`config.mk`:
```
export PLATFORM = sky130hd
export DESIGN_NAME = utf8_to_pdf_literal_escaper
export DESIGN_NICKNAME = d
export VERILOG_FILES = /design/src/hw/rtl/u8esc_pkg.sv /design/src/hw/rtl/u8esc_decode.sv /design/src/hw/rtl/u8esc_emit.sv /design/src/hw/rtl/utf8_to_pdf_literal_escaper.sv
export VERILOG_INCLUDE_DIRS = /design/src /design/src/hw/rtl
export SDC_FILE = /design/constraint.sdc
export NUM_CORES = 1
export LEC_CHECK = 0
export BUFFER_PORTS_ARGS = -buffer_cell sky130_fd_sc_hd__buf_4
export CAP_MARGIN = 10
export CORE_ASPECT_RATIO = 1.75
export CORE_MARGIN = 5
export CORE_UTILIZATION = 55
export CTS_CLUSTER_DIAMETER = 60
export DETAILED_ROUTE_END_ITERATION = 10
export HOLD_SLACK_MARGIN = 0.12
export PLACE_DENSITY_LB_ADDON = 0.15
export SYNTH_ARGS = -nofsm -noshare
export SYNTH_HDL_FRONTEND = slang
export SYNTH_SLANG_ARGS = --single-unit
```
`constraint.sdc`:
```
create_clock -name clk -period 10.92 [get_ports clk]
set_clock_uncertainty 0.05 [all_clocks]
set_input_delay 0.546 -clock clk [delete_from_list [all_inputs] [get_ports clk]]
set_output_delay 0.546 -clock clk [all_outputs]
set_load 0.01 [all_outputs]
```
`src/hw/rtl/utf8_to_pdf_literal_escaper_defines.svh`:
```
// Assertion macros used by the escaper RTL.
`ifndef UTF8_TO_PDF_LITERAL_ESCAPER_DEFINES_SVH
`define UTF8_TO_PDF_LITERAL_ESCAPER_DEFINES_SVH

// same-cycle implication
`define U8ESC_ASSERT_IMP(label, clk, rst_n, ante, cons) \
	label: assert property (@(posedge clk) disable iff (!rst_n) (ante) |-> (cons)) \
		else $error("u8esc implication check failed");

// next-cycle implication
`define U8ESC_ASSERT_NXT(label, clk, rst_n, ante, cons) \
	label: assert property (@(posedge clk) disable iff (!rst_n) (ante) |=> (cons)) \
		else $error("u8esc next-cycle check failed");

`endif

```
`src/hw/rtl/u8esc_pkg.sv`:
```
// Types and constants for the UTF-8 to PDF literal string escaper.
`default_nettype none
package u8esc_pkg;

	localparam int unsigned CP_W   = 21;
	localparam int unsigned PLAN_N = 8;

	localparam logic [CP_W-1:0] CP_PRINT_LO = 21'h00020;
	localparam logic [CP_W-1:0] CP_PRINT_HI = 21'h0007E;
	localparam logic [CP_W-1:0] CP_LATIN_LO = 21'h000A0;
	localparam logic [CP_W-1:0] CP_LATIN_HI = 21'h000FF;

	localparam logic [7:0] CONT_MASK  = 8'hC0;
	localparam logic [7:0] CONT_TAG   = 8'h80;
	localparam logic [7:0] LEAD2_MASK = 8'hE0;
	localparam logic [7:0] LEAD2_TAG  = 8'hC0;
	localparam logic [7:0] LEAD3_MASK = 8'hF0;
	localparam logic [7:0] LEAD3_TAG  = 8'hE0;
	localparam logic [7:0] LEAD4_MASK = 8'hF8;
	localparam logic [7:0] LEAD4_TAG  = 8'hF0;

	localparam logic [7:0] CH_QMARK  = 8'h3F;
	localparam logic [7:0] CH_BSLASH = 8'h5C;
	localparam logic [7:0] CH_LPAREN = 8'h28;
	localparam logic [7:0] CH_RPAREN = 8'h29;
	localparam logic [4:0] CH_DIGIT_HI = 5'b00110;

	// bytes one input word expands to
	typedef struct packed {
		logic [PLAN_N-1:0][7:0] data;
		logic [3:0]             cnt;
		logic                   eot;
	} plan_t;

endpackage
`default_nettype wire

```
`src/hw/rtl/u8esc_decode.sv`:
```
// UTF-8 decode state and expansion of one input word into escaped bytes.
`default_nettype none
module u8esc_decode (
	input  wire logic            clk,
	input  wire logic            arst_n,
	input  wire logic            take,
	input  wire logic [7:0]      in_byte,
	input  wire logic            end_of_text,
	output u8esc_pkg::plan_t     plan
);

	logic [7:0]                 pending_lead_q;
	logic [u8esc_pkg::CP_W-1:0] partial_code_q;
	logic [1:0]                 bytes_remaining_q;

	logic                       cont, seq_open, broken, complete, fresh_en, fresh_ascii;
	logic                       opens, open_after, end_close;
	logic [1:0]                 open_rem;
	logic [u8esc_pkg::CP_W-1:0] open_bits, acc_code, cp0;
	logic [7:0]                 lead_after;
	logic                       v0, v1;
	logic [1:0]                 nxt_rem;

	logic                       keep0, keep1;
	logic [7:0]                 ch0, ch1;
	logic [2:0]                 len0, len1;
	logic [3:0][7:0]            esc0, esc1;
	logic [3:0]                 pos, rel;

	function automatic logic [8:0] map_cp(input logic [u8esc_pkg::CP_W-1:0] cp);
		logic [8:0] r;
		if (cp < u8esc_pkg::CP_PRINT_LO)
			r = 9'h000;
		else if (cp <= u8esc_pkg::CP_PRINT_HI)
			r = {1'b1, cp[7:0]};
		else if (cp >= u8esc_pkg::CP_LATIN_LO && cp <= u8esc_pkg::CP_LATIN_HI)
			r = {1'b1, cp[7:0]};
		else
			r = {1'b1, u8esc_pkg::CH_QMARK};
		return r;
	endfunction

	function automatic logic [34:0] escape(input logic keep, input logic [7:0] c);
		logic [2:0]      n;
		logic [3:0][7:0] s;
		s = '0;
		n = 3'd0;
		if (keep) begin
			if (c == u8esc_pkg::CH_LPAREN || c == u8esc_pkg::CH_RPAREN ||
			    c == u8esc_pkg::CH_BSLASH) begin
				s[0] = u8esc_pkg::CH_BSLASH;
				s[1] = c;
				n = 3'd2;
			end else if (c[7]) begin
				s[0] = u8esc_pkg::CH_BSLASH;
				s[1] = {u8esc_pkg::CH_DIGIT_HI, 1'b0, c[7:6]};
				s[2] = {u8esc_pkg::CH_DIGIT_HI, c[5:3]};
				s[3] = {u8esc_pkg::CH_DIGIT_HI, c[2:0]};
				n = 3'd4;
			end else begin
				s[0] = c;
				n = 3'd1;
			end
		end
		return {n, s};
	endfunction

	always_comb begin
		cont     = (in_byte & u8esc_pkg::CONT_MASK) == u8esc_pkg::CONT_TAG;
		seq_open = bytes_remaining_q != 2'd0;
		broken   = seq_open && !cont;
		complete = seq_open && cont && bytes_remaining_q == 2'd1;
		fresh_en = !seq_open || broken;
		fresh_ascii = fresh_en && !in_byte[7];
		acc_code = {partial_code_q[u8esc_pkg::CP_W-7:0], in_byte[5:0]};

		opens     = 1'b0;
		open_rem  = 2'd0;
		open_bits = '0;
		if ((in_byte & u8esc_pkg::LEAD2_MASK) == u8esc_pkg::LEAD2_TAG) begin
			opens = fresh_en;
			open_rem = 2'd1;
			open_bits = {16'd0, in_byte[4:0]};
		end else if ((in_byte & u8esc_pkg::LEAD3_MASK) == u8esc_pkg::LEAD3_TAG) begin
			opens = fresh_en;
			open_rem = 2'd2;
			open_bits = {17'd0, in_byte[3:0]};
		end else if ((in_byte & u8esc_pkg::LEAD4_MASK) == u8esc_pkg::LEAD4_TAG) begin
			opens = fresh_en;
			open_rem = 2'd3;
			open_bits = {18'd0, in_byte[2:0]};
		end

		open_after = (seq_open && cont && bytes_remaining_q != 2'd1) || opens;
		lead_after = opens ? in_byte : pending_lead_q;
		end_close  = end_of_text && open_after;

		if (seq_open && cont)
			nxt_rem = bytes_remaining_q - 2'd1;
		else if (opens)
			nxt_rem = open_rem;
		else
			nxt_rem = 2'd0;
		if (end_of_text)
			nxt_rem = 2'd0;

		// at most two code points per word, in emission order
		v0 = complete || broken || fresh_ascii || end_close;
		if (complete)
			cp0 = acc_code;
		else if (broken)
			cp0 = {13'd0, pending_lead_q};
		else if (fresh_ascii)
			cp0 = {13'd0, in_byte};
		else
			cp0 = {13'd0, lead_after};
		v1 = broken && (fresh_ascii || end_close);

		{keep0, ch0} = map_cp(cp0);
		{keep1, ch1} = map_cp({13'd0, in_byte});
		{len0, esc0} = escape(keep0 && v0, ch0);
		{len1, esc1} = escape(keep1 && v1, ch1);

		plan.cnt = {1'b0, len0} + {1'b0, len1};
		plan.eot = end_of_text;
		pos = 4'd0;
		rel = 4'd0;
		for (int i = 0; i < u8esc_pkg::PLAN_N; i++) begin
			pos = 4'(i);
			rel = pos - {1'b0, len0};
			if (pos < {1'b0, len0})
				plan.data[i] = esc0[pos[1:0]];
			else if (rel < {1'b0, len1})
				plan.data[i] = esc1[rel[1:0]];
			else
				plan.data[i] = 8'h00;
		end
	end

	always_ff @(posedge clk or negedge arst_n) begin
		if (!arst_n) begin
			pending_lead_q    <= 8'h00;
			partial_code_q    <= '0;
			bytes_remaining_q <= 2'd0;
		end else if (take) begin
			bytes_remaining_q <= nxt_rem;
			if (seq_open && cont)
				partial_code_q <= acc_code;
			else if (opens)
				partial_code_q <= open_bits;
			if (opens)
				pending_lead_q <= in_byte;
		end
	end

endmodule
`default_nettype wire

```
`src/hw/rtl/u8esc_emit.sv`:
```
// Plan register and output register that send one escaped byte per word.
`default_nettype none
`include "utf8_to_pdf_literal_escaper_defines.svh"
module u8esc_emit (
	input  wire logic              clk,
	input  wire logic              arst_n,
	input  wire logic              load,
	input  wire u8esc_pkg::plan_t  plan,
	output logic                   plan_ready,
	output logic                   out_valid,
	input  wire logic              out_ready,
	output logic [7:0]             esc_byte,
	output logic                   byte_valid,
	output logic                   last
);

	u8esc_pkg::plan_t plan_s1;
	logic             plan_valid_s1;
	logic [2:0]       idx_q;
	logic             out_valid_q;
	logic [3:0]       len_eff;
	logic [2:0]       last_idx;
	logic             slot_free, fire, done;

	always_comb begin
		len_eff    = (plan_s1.cnt == 4'd0) ? 4'd1 : plan_s1.cnt;
		last_idx   = 3'(len_eff - 4'd1);
		slot_free  = !out_valid_q || out_ready;
		fire       = plan_valid_s1 && slot_free;
		done       = fire && idx_q == last_idx;
		plan_ready = !plan_valid_s1 || done;
		out_valid  = out_valid_q;
	end

	always_ff @(posedge clk or negedge arst_n) begin
		if (!arst_n) begin
			plan_valid_s1 <= 1'b0;
			idx_q         <= 3'd0;
		end else if (load) begin
			plan_valid_s1 <= 1'b1;
			idx_q         <= 3'd0;
		end else if (done) begin
			plan_valid_s1 <= 1'b0;
			idx_q         <= 3'd0;
		end else if (fire) begin
			idx_q <= idx_q + 3'd1;
		end
	end

	always_ff @(posedge clk) begin
		if (load)
			plan_s1 <= plan;
	end

	always_ff @(posedge clk or negedge arst_n) begin
		if (!arst_n)
			out_valid_q <= 1'b0;
		else if (fire)
			out_valid_q <= 1'b1;
		else if (out_ready)
			out_valid_q <= 1'b0;
	end

	always_ff @(posedge clk) begin
		if (fire) begin
			esc_byte   <= plan_s1.data[idx_q];
			byte_valid <= plan_s1.cnt != 4'd0;
			last       <= plan_s1.eot && idx_q == last_idx;
		end
	end

	`U8ESC_ASSERT_IMP(a_empty_is_last, clk, arst_n, out_valid_q && !byte_valid, last)
	`U8ESC_ASSERT_IMP(a_idx_in_range, clk, arst_n, plan_valid_s1, {1'b0, idx_q} < len_eff)
	`U8ESC_ASSERT_IMP(a_no_overrun, clk, arst_n, plan_valid_s1 && !done, !plan_ready)
	`U8ESC_ASSERT_NXT(a_load_shows, clk, arst_n, load, plan_valid_s1 && idx_q == 3'd0)

endmodule
`default_nettype wire

```
`src/hw/rtl/utf8_to_pdf_literal_escaper.sv`:
```
// Top level of the UTF-8 to PDF literal string escaper.
//
//  channel | handshake           | payload
//  in      | in_valid/in_ready   | in_byte, end_of_text
//  out     | out_valid/out_ready | esc_byte, byte_valid, last
//
// A word is decoded combinationally in the cycle it is accepted; its result
// bytes are loaded into the plan register and then pass through the output
// register. The 0..8 result bytes leave one per cycle while out_ready holds,
// and the input waits while they drain. An empty end marker yields one word
// with byte_valid low; a word with no result loads nothing into the plan.
// in_ready drops while a loaded plan still drains, unless its last byte leaves in this cycle.
// Reset clears the decode state and the plan and output valid flags (not byte_valid).
`default_nettype none
module utf8_to_pdf_literal_escaper (
	input  wire logic       clk,
	input  wire logic       arst_n,
	input  wire logic       in_valid,
	output logic            in_ready,
	input  wire logic [7:0] in_byte,
	input  wire logic       end_of_text,
	output logic            out_valid,
	input  wire logic       out_ready,
	output logic [7:0]      esc_byte,
	output logic            byte_valid,
	output logic            last
);

	u8esc_pkg::plan_t plan;
	logic             take, load, plan_ready;

	assign in_ready = plan_ready;
	assign take     = in_valid && plan_ready;
	assign load     = take && (plan.cnt != 4'd0 || plan.eot);

	u8esc_decode u_decode (
		.clk         (clk),
		.arst_n      (arst_n),
		.take        (take),
		.in_byte     (in_byte),
		.end_of_text (end_of_text),
		.plan        (plan)
	);

	u8esc_emit u_emit (
		.clk        (clk),
		.arst_n     (arst_n),
		.load       (load),
		.plan       (plan),
		.plan_ready (plan_ready),
		.out_valid  (out_valid),
		.out_ready  (out_ready),
		.esc_byte   (esc_byte),
		.byte_valid (byte_valid),
		.last       (last)
	);

endmodule
`default_nettype wire

```
# Word-level counts from Yosys, hierarchy flattened
# Cells that the tools add are included.
[word_totals] reg_bits=109
[classes] add_sub_neg=12 order_cmp=31 n_eq_ne=13 n_mux=80 reduce_logical=42
[op_table] operator="$mux W8" n=27
[op_table] operator="$bmux W8 S2" n=8
[op_table] operator="$mux W32" n=2
[op_table] operator="$mux W15" n=3
[op_table] operator="$mux W22" n=2
[op_table] operator="$mux W21" n=2
[op_table] operator="$mux W9" n=4
[op_table] operator="$mux W3" n=11
[op_table] operator="$eq A8 B6 Y1 const B" n=4
[op_table] operator="$lt A4 B3 Y1" n=8
[op_table] operator="$mux W16" n=2
[op_table] operator="$mux W14" n=2
[op_table] operator="$bmux W8 S3" n=1
[op_table] operator="$lt A2 B3 Y1 const B" n=8
[op_table] operator="$ge A21 B8 Y1 const B" n=1
[op_table] operator="$le A21 B7 Y1 const B" n=1
[op_table] operator="$le A21 B8 Y1 const B" n=1
[op_table] operator="$lt A21 B6 Y1 const B" n=1
[op_table] operator="$eq A8 B7 Y1 const B" n=2
[op_table] operator="$sub A3 B3 Y4 const A" n=4
[op_table] operator="$logic_and A1 B1 Y1" n=15
[op_table] operator="$mux W7" n=2
[op_table] operator="$logic_or A1 B1 Y1" n=13
[op_table] operator="$mux W2" n=6
[op_table] operator="other kinds (28)" n=48

# Logic depth before layout (Yosys ltp)
# Gate-level depths: netlist of the first run.
[logic_depth] word_depth=26 ltp_mapped=21 mapped_depth_nobuf=19

# Hierarchy
# From an unflattened synthesis of the first run, not the netlist that was laid out.
[hier_totals] cells_unflattened=640 area_unflattened_um2=6897.9
[by_module_without_submodules] module="u8esc_decode" instances=1 cells_each=493 area_each_um2=3621.0 seq_area_each_um2=625.6
[by_module_without_submodules] module="u8esc_emit" instances=1 cells_each=144 area_each_um2=3255.6 seq_area_each_um2=2497.4
[by_module_without_submodules] module="utf8_to_pdf_literal_escaper" instances=1 cells_each=3 area_each_um2=21.3 seq_area_each_um2=0.0

# Worst setup path after synthesis of the first run
# Ideal clock, no wire load.
[synth_timing] kind="reg2reg" start="register u_decode.bytes_remaining_q[0]" end="register u_emit.plan_s1[0] (netlist name) (enable)" setup_time_ns=0.425 t_arrival_ns=4.985 t_required_ns=10.445 setup_slack_ns=5.460 stages_incl_launch_ff=15 n_path_buf=1 synth_period_minus_slack_ns=5.460 cell_sequence="dfrtp_1 inv_1 ha_1 and2_4 a2111oi_2 nor3_2 or4b_4 a211oi_4 nand2_2 buf_2 fa_1 xnor2_1 or4_1 o21ai_0 inv_1"
[synth_rtl] item="start, declared" line="u8esc_decode.sv:14" text="logic [1:0] bytes_remaining_q;"
[synth_rtl] item="start signal, assigned" line="u8esc_decode.sv:146" text="bytes_remaining_q <= nxt_rem;"
[synth_rtl] item="end signal, assigned" line="u8esc_emit.sv:52" text="plan_s1 <= plan;"
[synth_rtl] item="end, declared" line="u8esc_emit.sv:17" text="u8esc_pkg::plan_t plan_s1;"

==> results of run 1 <==
worst register-to-register path, cell delays in order (launching register included):
cell	delay [ps]
dfrtp_1	420
inv_1	90
ha_1	720
nor3b_2	140
mux2_1	370
a221oi_1	590
nand2_1	310
a211oi_4	640
nand2_2	450
fa_1	670
inv_1	60
or4_1	500
o21ai_0	290
inv_2	210
buf_4	390
cells in the mapped netlist (all sizes together) (7+ instances only):
cell type,instances,area [sq um]
edfxtp,79,2372
nand2,58,220.2
o21ai,45,229.0
nor2,40,157.6
a21oi,33,172.7
dfrtp,30,750.7
inv,26,100.1
ha,24,300.3
nor3,21,110.1
mux2,19,214.0
buf,18,125.1
clkbuf,18,67.56
nand3,18,95.09
mux4,16,360.4
and2,15,96.34
a21o,11,82.58
o211ai,11,92.58
nand2b,10,62.56
a31oi,9,56.30
and3,9,56.30
or3,8,50.05
a211o,7,61.31
mux2i,7,70.07
o22ai,7,43.79
o31ai,7,52.55
layer usage:
layer	part of all wire (%)	GRT usage, %	wire length, microns
met3	4.6	3.424	921
met2	54	51.69	10810
met5	0	0	0
met4	7.0	18.58	1397
met1	35	29.16	6938
stage by stage:
step	hold slack (ps)	cell area [sq um]
2_1_floorplan	200.4	6893
3_5_place_dp	418.4	7121
3_3_place_gp	415.0	7121
5_1_grt	380.3	7440
6_report	393.8	7440
4_1_cts	381.2	7440
power by group through the flow:
| stage | Clock [mW] | Sequential, mW | Combinational (mW) |
|---|---|---|---|
| floorplan | 0 | 0.682 | 0.812 |
| global placement | 0 | 0.704 | 1.10 |
| detailed placement | 0 | 0.712 | 1.12 |
| CTS | 0.342 | 0.703 | 1.12 |
| global route | 0.362 | 0.714 | 1.22 |
| finish | 0.336 | 0.702 | 1.14 |
state kept, by name, indices dropped and copies added (netlist names):
register / flops
u_emit.out_valid: 1
u_emit.byte_valid: 1
u_emit.plan_valid_s1: 1
u_emit.last: 1
u_decode.bytes_remaining_q: 2
u_emit.esc_byte: 8
u_emit.plan_s1: 69
u_decode.partial_code_q: 15
u_emit.idx_q: 3
u_decode.pending_lead_q: 8
final cells by class:
class	instances	share of cell area, %
multi-input cells	477	46.64
flip-flops and latches	109	41.98
clock buffers	9	3.027
repair buffers	29	2.960
well taps	168	2.825
inverters	28	1.446
clock inverters	7	1.127
worst max path at each step:
stage / from / to / slack (ps)
6_report: u_decode.bytes_remaining_q[0] / u_emit.plan_s1[22] / 4650
3_5_place_dp: u_decode.bytes_remaining_q[0] / u_emit.plan_s1[63] / 4780
3_3_place_gp: u_decode.bytes_remaining_q[0] / u_emit.plan_s1[37] / 4940
5_1_grt: u_decode.bytes_remaining_q[1] / u_emit.plan_s1[62] / 4320
2_1_floorplan: u_decode.bytes_remaining_q[0] / u_emit.plan_s1[0] / 5460
4_1_cts: u_decode.bytes_remaining_q[0] / u_emit.plan_s1[31] / 4740
logic make-up (layout without fill, tap and decap cells):
family	after synthesis	in the layout	share of synthesized area (%)
AOI/OAI and AO/OA	175	175	17.97
xor gates and xnor gates	5	5	0.6379
adders and majority gates	26	26	4.956
buffers and inverters	64	73	4.373
DFF	109	109	45.48
muxes	42	42	9.384
other	1	8	0.05461
and+or+nand+nor	221	221	17.15
timing repair:
action / in CTS / in global routing
hold buffers: 1 / 0
hold endpoints to repair: 30 / 0
setup buffers: 0 / 0
setup endpoints to repair: 0 / 0
==> flow_metrics.tcl, run 1 <==
set metrics [dict create \
    p_int_mw 1.209 \
    seqCellArea_sq_um 3123 \
    holdPathEnd "u_emit.plan_s1[0]" \
    hold_viol 0 \
    die_area_sq_um 14910 \
    grt_setup_unrepaired "false" \
    route.detailed.drc 0 \
    synth_area_per_cell_sq_um 10.68 \
    clock.fmax_mhz 159.4 \
    finalPower_mw 2.179 \
    hp-class "input port to flip-flop" \
    hp-start "end_of_text" \
    syn2layout_area_growth_pct 8.346 \
    sequentialPowerShare_pct 32.2 \
    maxSlewViolCount 0 \
    fin_crit_ps 6274 \
    tightest_slew_ps 1012 \
    critPathTopFamily "compound AO/OA/AOI/OAI gates" \
    ys.warnings.count 0 \
    most-common-layout-cells "79 x edfxtp_1, 57 x nand2_1, 39 x nor2_1, 38 x o21ai_0, 31 x a21oi_1" \
    path_buf_inv 4 \
    start_util_pct 55.54 \
    cts_tree "built" \
    grt_overflow 0 \
    root_buffer "clkbuf_16" \
    antenna_found_initial 0 \
    cp-end-kind "flip-flop" \
    worstSetupPathType "flip-flop to flip-flop" \
    wl_per_cell_microns 24.26 \
    ys_ff_latch 109 \
    dp_hpwl_microns 15410 \
    p_switching_uw 970.1 \
    dp.cells 810 \
    cts_buffers 9 \
    setup_slack_ps 4646 \
    r2r_end "u_emit.plan_s1[22]" \
    p_clk_share_pct 15.4 \
    worst-r2r-cell-count 14 \
    fin_nets 693 \
    worstSetupStartpointType "flip-flop" \
    arrival_ps 6250 \
    pre_cts_ws_ps 4784 \
    ios 25 \
    multi_input_area_sq_um 3470 \
    grt_pass1_wl_microns 31030 \
    relSlewSlack_pct 32.29 \
    r2r-start "u_decode.bytes_remaining_q[0]" \
    final_cells 827 \
    cpMostUsedCell "inv_1" \
    core_area_sq_um 12360 \
    synthCells 643 \
    synth_ff_type "edfxtp_1" \
    cp.required_ps 10890 \
    vias_per_cell 6.651 \
    dieWidth_microns 94.47 \
    cp_slowest_cell "ha_1" \
    p_comb_share_pct 52.3 \
    crit_chain "inv_1 > ha_1 > nor3b_2 > mux2_1 > a221oi_1 > nand2_1 > a211oi_4 > nand2_2 > fa_1 > inv_1 > or4_1 > o21ai_0 > inv_2 > buf_4" \
    status "finished, final reports clean" \
    rows 54 \
    grt_max_degree 59 \
    critPathMaxFanout 58 \
    r2r_setup_slack_ps 4650 \
    dr.pass1.iters 5 \
    p_sw_share_pct 44.52 \
    nFillCells 1037 \
    drive_gt1_share_pct 16.39 \
    port_buffers 24 \
    insertion_delay_ps 360 \
    gp_congestion 0.9339 \
    hold_depth 1 \
    antenna_cells 0 \
    htree_levels 3 \
    vdd_drop_max_mv 0.1508 \
    fin_util_pct 60.17 \
    cts.sink_count 109 \
    cap_violations 0 \
    grt_util_all_layers_pct 28.02 \
    synth.cell_area_sq_um 6867 \
    yosysUniqueCellTypes 86 \
    cts_resized 0 \
    wl_microns 20070 \
    async_reset_ff_share_pct 27.52 \
    powerDensity_nw_per_um2 292.9 \
    max_stage_delay_ps 720 \
    cts_buffer_depth 2 \
    synth_edf_count 79 \
    finalCritPeriodShare_pct 57.45 \
    final_antenna_net_count 0 \
    synth.yosys.seq_area_share_pct 45.48 \
    grt_pass1_vias 5609 \
    setup_violations 0 \
    drt_first_iter_violations 305 \
    vias 5500 \
    path_clk_slew_ps 90 \
    fin_setup_tns_ps 0 \
    final_common_cell "edfxtp_1" \
    die_y_microns 157.8 \
    critical_path_depth 14 \
    p_leak_nw 2.734 \
]
No activity file was read; power rests on OpenSTA's default activity.
==> run 2, diff against run 1 <==
--- a/config.mk
+++ b/config.mk
@@ -6,6 +6,7 @@
 export SDC_FILE = /design/constraint.sdc
 export NUM_CORES = 1
 export LEC_CHECK = 0
+export ABC_AREA = 1
 export BUFFER_PORTS_ARGS = -buffer_cell sky130_fd_sc_hd__buf_4
 export CAP_MARGIN = 10
 export CORE_ASPECT_RATIO = 1.75
==> constraint.sdc (replaced) <==
create_clock -name clk -period 5.1 [get_ports clk]
set_clock_uncertainty 0.05 [all_clocks]
set_input_delay 0.255 -clock clk [delete_from_list [all_inputs] [get_ports clk]]
set_output_delay 0.255 -clock clk [all_outputs]
set_load 0.01 [all_outputs]
==> run 2 against run 1 <==
  * Die area is 3.9% higher
  * Largest power group unchanged
  * Largest cell class unchanged
  * Clock-buffer cell count is 1 higher
  * Combinational power grew to 2.7 times the previous value
  * Critical path type unchanged
  * Routed wire length is 12% higher
  * Highest routed layer unchanged
==> flow_metrics.tcl, run 2 <==
set metrics [dict create \
    synth.yosys.seq_area_share_pct 43.61 \
    p_leak_nw 3.579 \
    synth_area_per_cell_sq_um 8.251 \
    path_buf_inv 7 \
    hold_ws_ps 131.1 \
    hold_depth 3 \
    r2r_setup_slack_ps 310 \
    cts_buffer_depth 2 \
    hold_viol 0 \
    finalPower_mw 5.219 \
    finalCritPeriodShare_pct 93.87 \
    cpMostUsedCell "nand2_1" \
    wl_met3_microns 1099 \
    hp-class "input port to flip-flop" \
    wl_per_cell_microns 20.47 \
    ys_ff_latch 109 \
    synth_edf_count 79 \
    largest_reg_flops 69 \
    hp-start "in_byte[1]" \
    cp-end-kind "flip-flop" \
    drt-met1-wl_microns 7175 \
    route.detailed.drc 0 \
    relSlewSlack_pct 56.56 \
    dr_wl_met2_microns 11980 \
    maxUsedRoutingLayer "met4" \
    dr.pass1.iters 5 \
    core_area_sq_um 12870 \
    holdPathEnd "u_decode.pending_lead_q[1]" \
    powerDensity_nw_per_um2 648.8 \
    die_y_microns 161.0 \
    p_clk_share_pct 13.4 \
    r2r-start "u_decode.bytes_remaining_q[0]" \
    fin_area_sq_um 8044 \
    dp_hpwl_microns 17900 \
    dieWidth_microns 96.26 \
    cts_tree "built" \
    critPathTopFamily "simple AND/OR/NAND/NOR gates" \
    most-common-layout-cells "148 x nand2_1, 117 x nor2_1, 93 x nand3_1, 84 x inv_1, 79 x edfxtp_1" \
    grt_pass1_vias 6300 \
    path_clk_slew_ps 80 \
    antenna_found_initial 0 \
    grt_max_degree 57 \
    synth_area_leader_cell "edfxtp_1" \
    reg_top3 "u_emit.plan_s1 (69), u_decode.partial_code_q (15)" \
    port_buffers 24 \
    worstSetupStartpointType "flip-flop" \
    antenna_cells 0 \
    drt_first_iter_violations 389 \
    clock.fmax_mhz 208.9 \
    cp.required_ps 5270 \
    vias 6393 \
    fin_nets 958 \
    rows 55 \
    drive_gt1_share_pct 18.51 \
    cts_buffers 9 \
    worstSetupPathType "flip-flop to flip-flop" \
    async_reset_ff_share_pct 27.52 \
    htree_levels 3 \
    synth_area_leaders "edfxtp_1 33%, dfrtp_1 10%, nand2_1 7.8%" \
    grt_overflow 0 \
    cap_violations 0 \
    sequentialPowerShare_pct 28.5 \
    yosysTopAreaCellShare_pct 33.12 \
    final_cells 1095 \
    vdd_drop_max_mv 0.3607 \
    maxSlewViolCount 0 \
    p_comb_share_pct 58.1 \
    critPathMaxFanout 15 \
    arrival_ps 4960 \
    syn2layout_area_growth_pct 12.32 \
    final_common_cell "nand2_1" \
    ys.warnings.count 0 \
    setup_violations 0 \
    p_int_mw 2.661 \
    max_stage_delay_ps 380 \
    worst-r2r-cell-count 32 \
    tightest_slew_ps 651.5 \
    r2r_end "u_emit.plan_s1[10]" \
    yosysUniqueCellTypes 56 \
    regMostFlops "u_emit.plan_s1" \
    synth.cell_area_sq_um 7162 \
    placed_area_sq_um 7570 \
    p_switching_mw 2.558 \
    insertion_delay_ps 360 \
    vias_per_cell 5.838 \
    p_sw_share_pct 49.02 \
    status "finished, final reports clean" \
    wl_microns 22420 \
    final_antenna_net_count 0 \
    start_util_pct 55.65 \
    synth_ff_type "edfxtp_1" \
    ys_top_cells_by_count "148 x nand2_1, 118 x nor2_1, 93 x nand3_1" \
    gp_congestion 1.078 \
    cts.sink_count 109 \
    synthCells 868 \
    dp.cells 1062 \
    ios 25 \
    root_buffer "clkbuf_16" \
    synth.most_common_cell "nand2_1" \
    grt_pass1_wl_microns 34160 \
    die_area_sq_um 15490 \
    grt_util_all_layers_pct 29.95 \
    cp_slowest_cell "dfrtp_1" \
    fin_crit_ps 4787 \
]
-- run 2: how the worst max path moves through the flow --
stage                                              from            endpoint  slack, ps  depth (start not counted)
after floorplan           u_decode.bytes_remaining_q[0]     u_emit.idx_q[1]         20                         31
after global placement    u_decode.bytes_remaining_q[0]  u_emit.plan_s1[26]        350                         31
after detailed placement  u_decode.bytes_remaining_q[0]   u_emit.plan_s1[8]        190                         31
after CTS                 u_decode.bytes_remaining_q[0]   u_emit.plan_s1[8]        140                         31
after global routing      u_decode.bytes_remaining_q[0]     u_emit.idx_q[1]        -10                         33
final                     u_decode.bytes_remaining_q[0]  u_emit.plan_s1[10]        310                         32
-- run 2: layout make-up --
| class | instances | area [sq um] |
|---|---|---|
| fillers | 1123 | 4825 |
| clock buffers | 10 | 229.0 |
| clock inverters | 6 | 67.56 |
| inverters | 108 | 426.7 |
| repair buffers | 58 | 459.2 |
| flip-flops and latches | 109 | 3123 |
| well taps | 171 | 214.0 |
| multi-input cells | 633 | 3525 |
-- run 2: power by group through the flow --
| stage | combinational, mW | clock, mW | sequential, mW |
|---|---|---|---|
| floorplan | 1.95 | 0 | 1.50 |
| global placement | 2.83 | 0 | 1.50 |
| detailed placement | 2.87 | 0 | 1.51 |
| CTS | 2.89 | 0.696 | 1.49 |
| global route | 3.30 | 0.739 | 1.51 |
| finish | 3.03 | 0.697 | 1.49 |
-- run 2: worst min-delay path, stage by stage --
cell	delay, ps
buf_4	120
nand2_2	60
a31oi_1	70
-- run 2: kinds of logic (layout without fill, tap and decap cells) --
| kind of cell | after synthesis | in the layout | share of synthesized area, % |
|---|---|---|---|
| buf+inv | 133 | 182 | 8.089 |
| other cells | 1 | 8 | 0.05236 |
| xor+xnor | 5 | 5 | 0.6116 |
| simple gates | 458 | 458 | 31.94 |
| flops | 109 | 109 | 43.61 |
| compound gates | 136 | 136 | 10.95 |
| fa+ha+maj | 26 | 26 | 4.752 |
-- run 2: through the flow --
step / setup TNS (ps) / utilization [%] / worst slack (ps)
after detailed placement: 0 / 58.82 / 189.9
after CTS: 0 / 61.36 / 135.6
after floorplan: 0 / - / 23.34
final: 0 / 62.51 / 312.8
after global routing: -20.00 / 62.51 / -14.16
after global placement: 0 / 58.82 / 348.1
-- run 2: layer usage --
layer  up-vias  GRT usage, %
met5         -             0
met4         0         23.83
met3        97         5.201
met2       301         54.33
met1      2967         27.94
li1       3028             -
-- run 2: repair_timing --
action	CTS	global route
gates resized for setup	0	7
endpoints found under the setup margin	0	81
hold buffers	3	0
buffers inserted	0	14
endpoints found under the hold margin	32	0
==> run 3, diff against run 2 <==
--- a/config.mk
+++ b/config.mk
@@ -9,7 +9,6 @@
 export ABC_AREA = 1
 export BUFFER_PORTS_ARGS = -buffer_cell sky130_fd_sc_hd__buf_4
 export CAP_MARGIN = 10
-export CORE_ASPECT_RATIO = 1.75
 export CORE_MARGIN = 5
 export CORE_UTILIZATION = 55
 export CTS_CLUSTER_DIAMETER = 60
==> run 3 against run 2 <==
  * Sequential share of layout area up 0.14 points
  * Clock power up 9.8%
  * Combinational power down 6%
  * Non-clock buffer count down 12
  * Cell count down 1.0%
  * Utilization up 0.75 points
==> flow_metrics.tcl, run 3 (synthesis gave the netlist of run 2 again) <==
set metrics [dict create \
    status "finished, final reports clean" \
    fin_nets 946 \
    worstSetupStartpointType "flip-flop" \
    route.detailed.drc 0 \
    vias_per_cell 5.771 \
    dp_hpwl_microns 15180 \
    largest_reg_flops 69 \
    insertion_delay_ps 350 \
    ios 25 \
    worstSetupPathType "flip-flop to flip-flop" \
    cp.required_ps 5150 \
    drive_gt1_share_pct 17.76 \
    cts_tree "built" \
    arrival_ps 4850 \
    dieWidth_microns 124.1 \
    max_stage_delay_ps 380 \
    wl_microns 19850 \
    hp-class "input port to flip-flop" \
    hold_ws_ps 144.2 \
    grt_util_all_layers_pct 26.76 \
    fin_crit_ps 4801 \
    most-common-layout-cells "148 x nand2_1, 117 x nor2_1, 93 x nand3_1, 84 x inv_1, 79 x edfxtp_1" \
    grt_overflow 0 \
    drt_first_iter_violations 668 \
    powerDensity_nw_per_um2 640.3 \
    cp_slowest_cell "dfrtp_1" \
    port_buffers 24 \
    p_leak_nw 3.555 \
    grt_pass1_wl_microns 30920 \
    finalCritPeriodShare_pct 94.15 \
    cts_buffer_depth 2 \
    antenna_found_initial 0 \
    cts.sink_count 109 \
    p_switching_mw 2.392 \
    syn2layout_area_growth_pct 11.91 \
    hold_viol 0 \
    core_area_sq_um 12670 \
    path_clk_slew_ps 70 \
    htree_levels 3 \
    cap_violations 0 \
    grt_max_degree 66 \
    root_buffer "clkbuf_16" \
    p_sw_share_pct 46.61 \
    rows 41 \
    maxSlewViolCount 0 \
    setup_violations 0 \
    p_int_mw 2.740 \
    tightest_slew_ps 972.4 \
    final_common_cell "nand2_1" \
    start_util_pct 56.52 \
    gp_congestion 1.012 \
    reg_top3 "u_emit.plan_s1 (69), u_decode.partial_code_q (15)" \
    clock.fmax_mhz 208.3 \
    grt_pass1_vias 5798 \
    final_antenna_net_count 0 \
    cts_buffers 9 \
    die_area_sq_um 15400 \
    wl_per_cell_microns 18.32 \
    sequentialPowerShare_pct 29.4 \
    p_clk_share_pct 14.9 \
    vdd_drop_max_mv 0.2835 \
    relSlewSlack_pct 35.18 \
    fin_setup_tns_ps 0 \
    die_y_microns 124.1 \
    setup_slack_ps 298.6 \
    antenna_cells 0 \
    p_comb_share_pct 55.7 \
    dr.pass1.iters 7 \
    vias 6256 \
    regMostFlops "u_emit.plan_s1" \
    critPathMaxFanout 10 \
    pre_cts_ws_ps 306.8 \
    cp-end-kind "flip-flop" \
]
## run 3: cell types whose count changed in the layout (fill, tap and decap cells not counted), sizes merged
cell    delta
buf       -13
inv        -1
bufinv     +2
## run 3: through the flow
| stage | instances | area (sq um) | power [mW] | util, % |
|---|---|---|---|---|
| floorplan | 875 | 7194 | 3.448 | - |
| global placement | 1059 | 7541 | 4.208 | 59.51 |
| detailed placement | 1059 | 7541 | 4.235 | 59.51 |
| CTS | 1078 | 7901 | 5.010 | 62.36 |
| global route | 1084 | 8015 | 5.507 | 63.26 |
| finish | 1084 | 8015 | 5.132 | 63.26 |
## run 3: metal layers
layer	vias to the layer above	global-route usage, %	wire (microns)	part of all wire (%)
li1	3003	-	-	-
met1	2953	39.20	9257	47
met2	260	39.26	8620	43
met3	40	5.858	1435	7.2
met4	0	9.240	541	2.7
met5	-	0	0	0
## run 3: worst paths after layout
check	start	end	slack (ps)	depth (start not counted)
max	u_decode.bytes_remaining_q[0]	u_emit.plan_s1[40]	300	28
max in group asynchronous	arst_n	u_emit.idx_q[2]	4360	2
min	in_byte[1]	u_decode.pending_lead_q[1]	140	3
min reg2reg	u_decode.partial_code_q[10]	u_decode.partial_code_q[10]	440	2
max reg2reg	u_decode.bytes_remaining_q[0]	u_emit.plan_s1[40]	300	28
min in group asynchronous	arst_n	u_decode.pending_lead_q[4]	340	2
## run 3: cell type report
cell class                      instances  area, sq um
Timing Repair Buffer                   46        394.1
Tap cell                              172        215.2
Fill cell                            1112         4656
Clock inverter                          7        105.1
Multi-Input combinational cell        633         3526
Sequential cell                       109         3123
Inverter                              108        426.7
Clock buffer                            9        225.2
## run 3: repair_timing
item / CTS / global route
hold buffers: 3 / 0
setup buffers: 0 / 5
endpoints found under the setup margin: 0 / 85
resized for setup: 0 / 10
endpoints found under the hold margin: 32 / 0
## run 3: critical path, delay by kind of cell (launching register included)
kind,cells,cell delay (ps)
AOI/OAI and AO/OA,3,780
adders and majority gates,3,850
and+or+nand+nor,17,1970
DFF,1,380
buffers and inverters,5,490
## run 3: power by group through the flow
stage | Combinational [mW] | Sequential (mW) | Clock, mW
floorplan | 1.95 | 1.50 | 0
global placement | 2.69 | 1.52 | 0
detailed placement | 2.71 | 1.52 | 0
CTS | 2.73 | 1.51 | 0.774
global route | 3.16 | 1.54 | 0.812
finish | 2.86 | 1.51 | 0.765
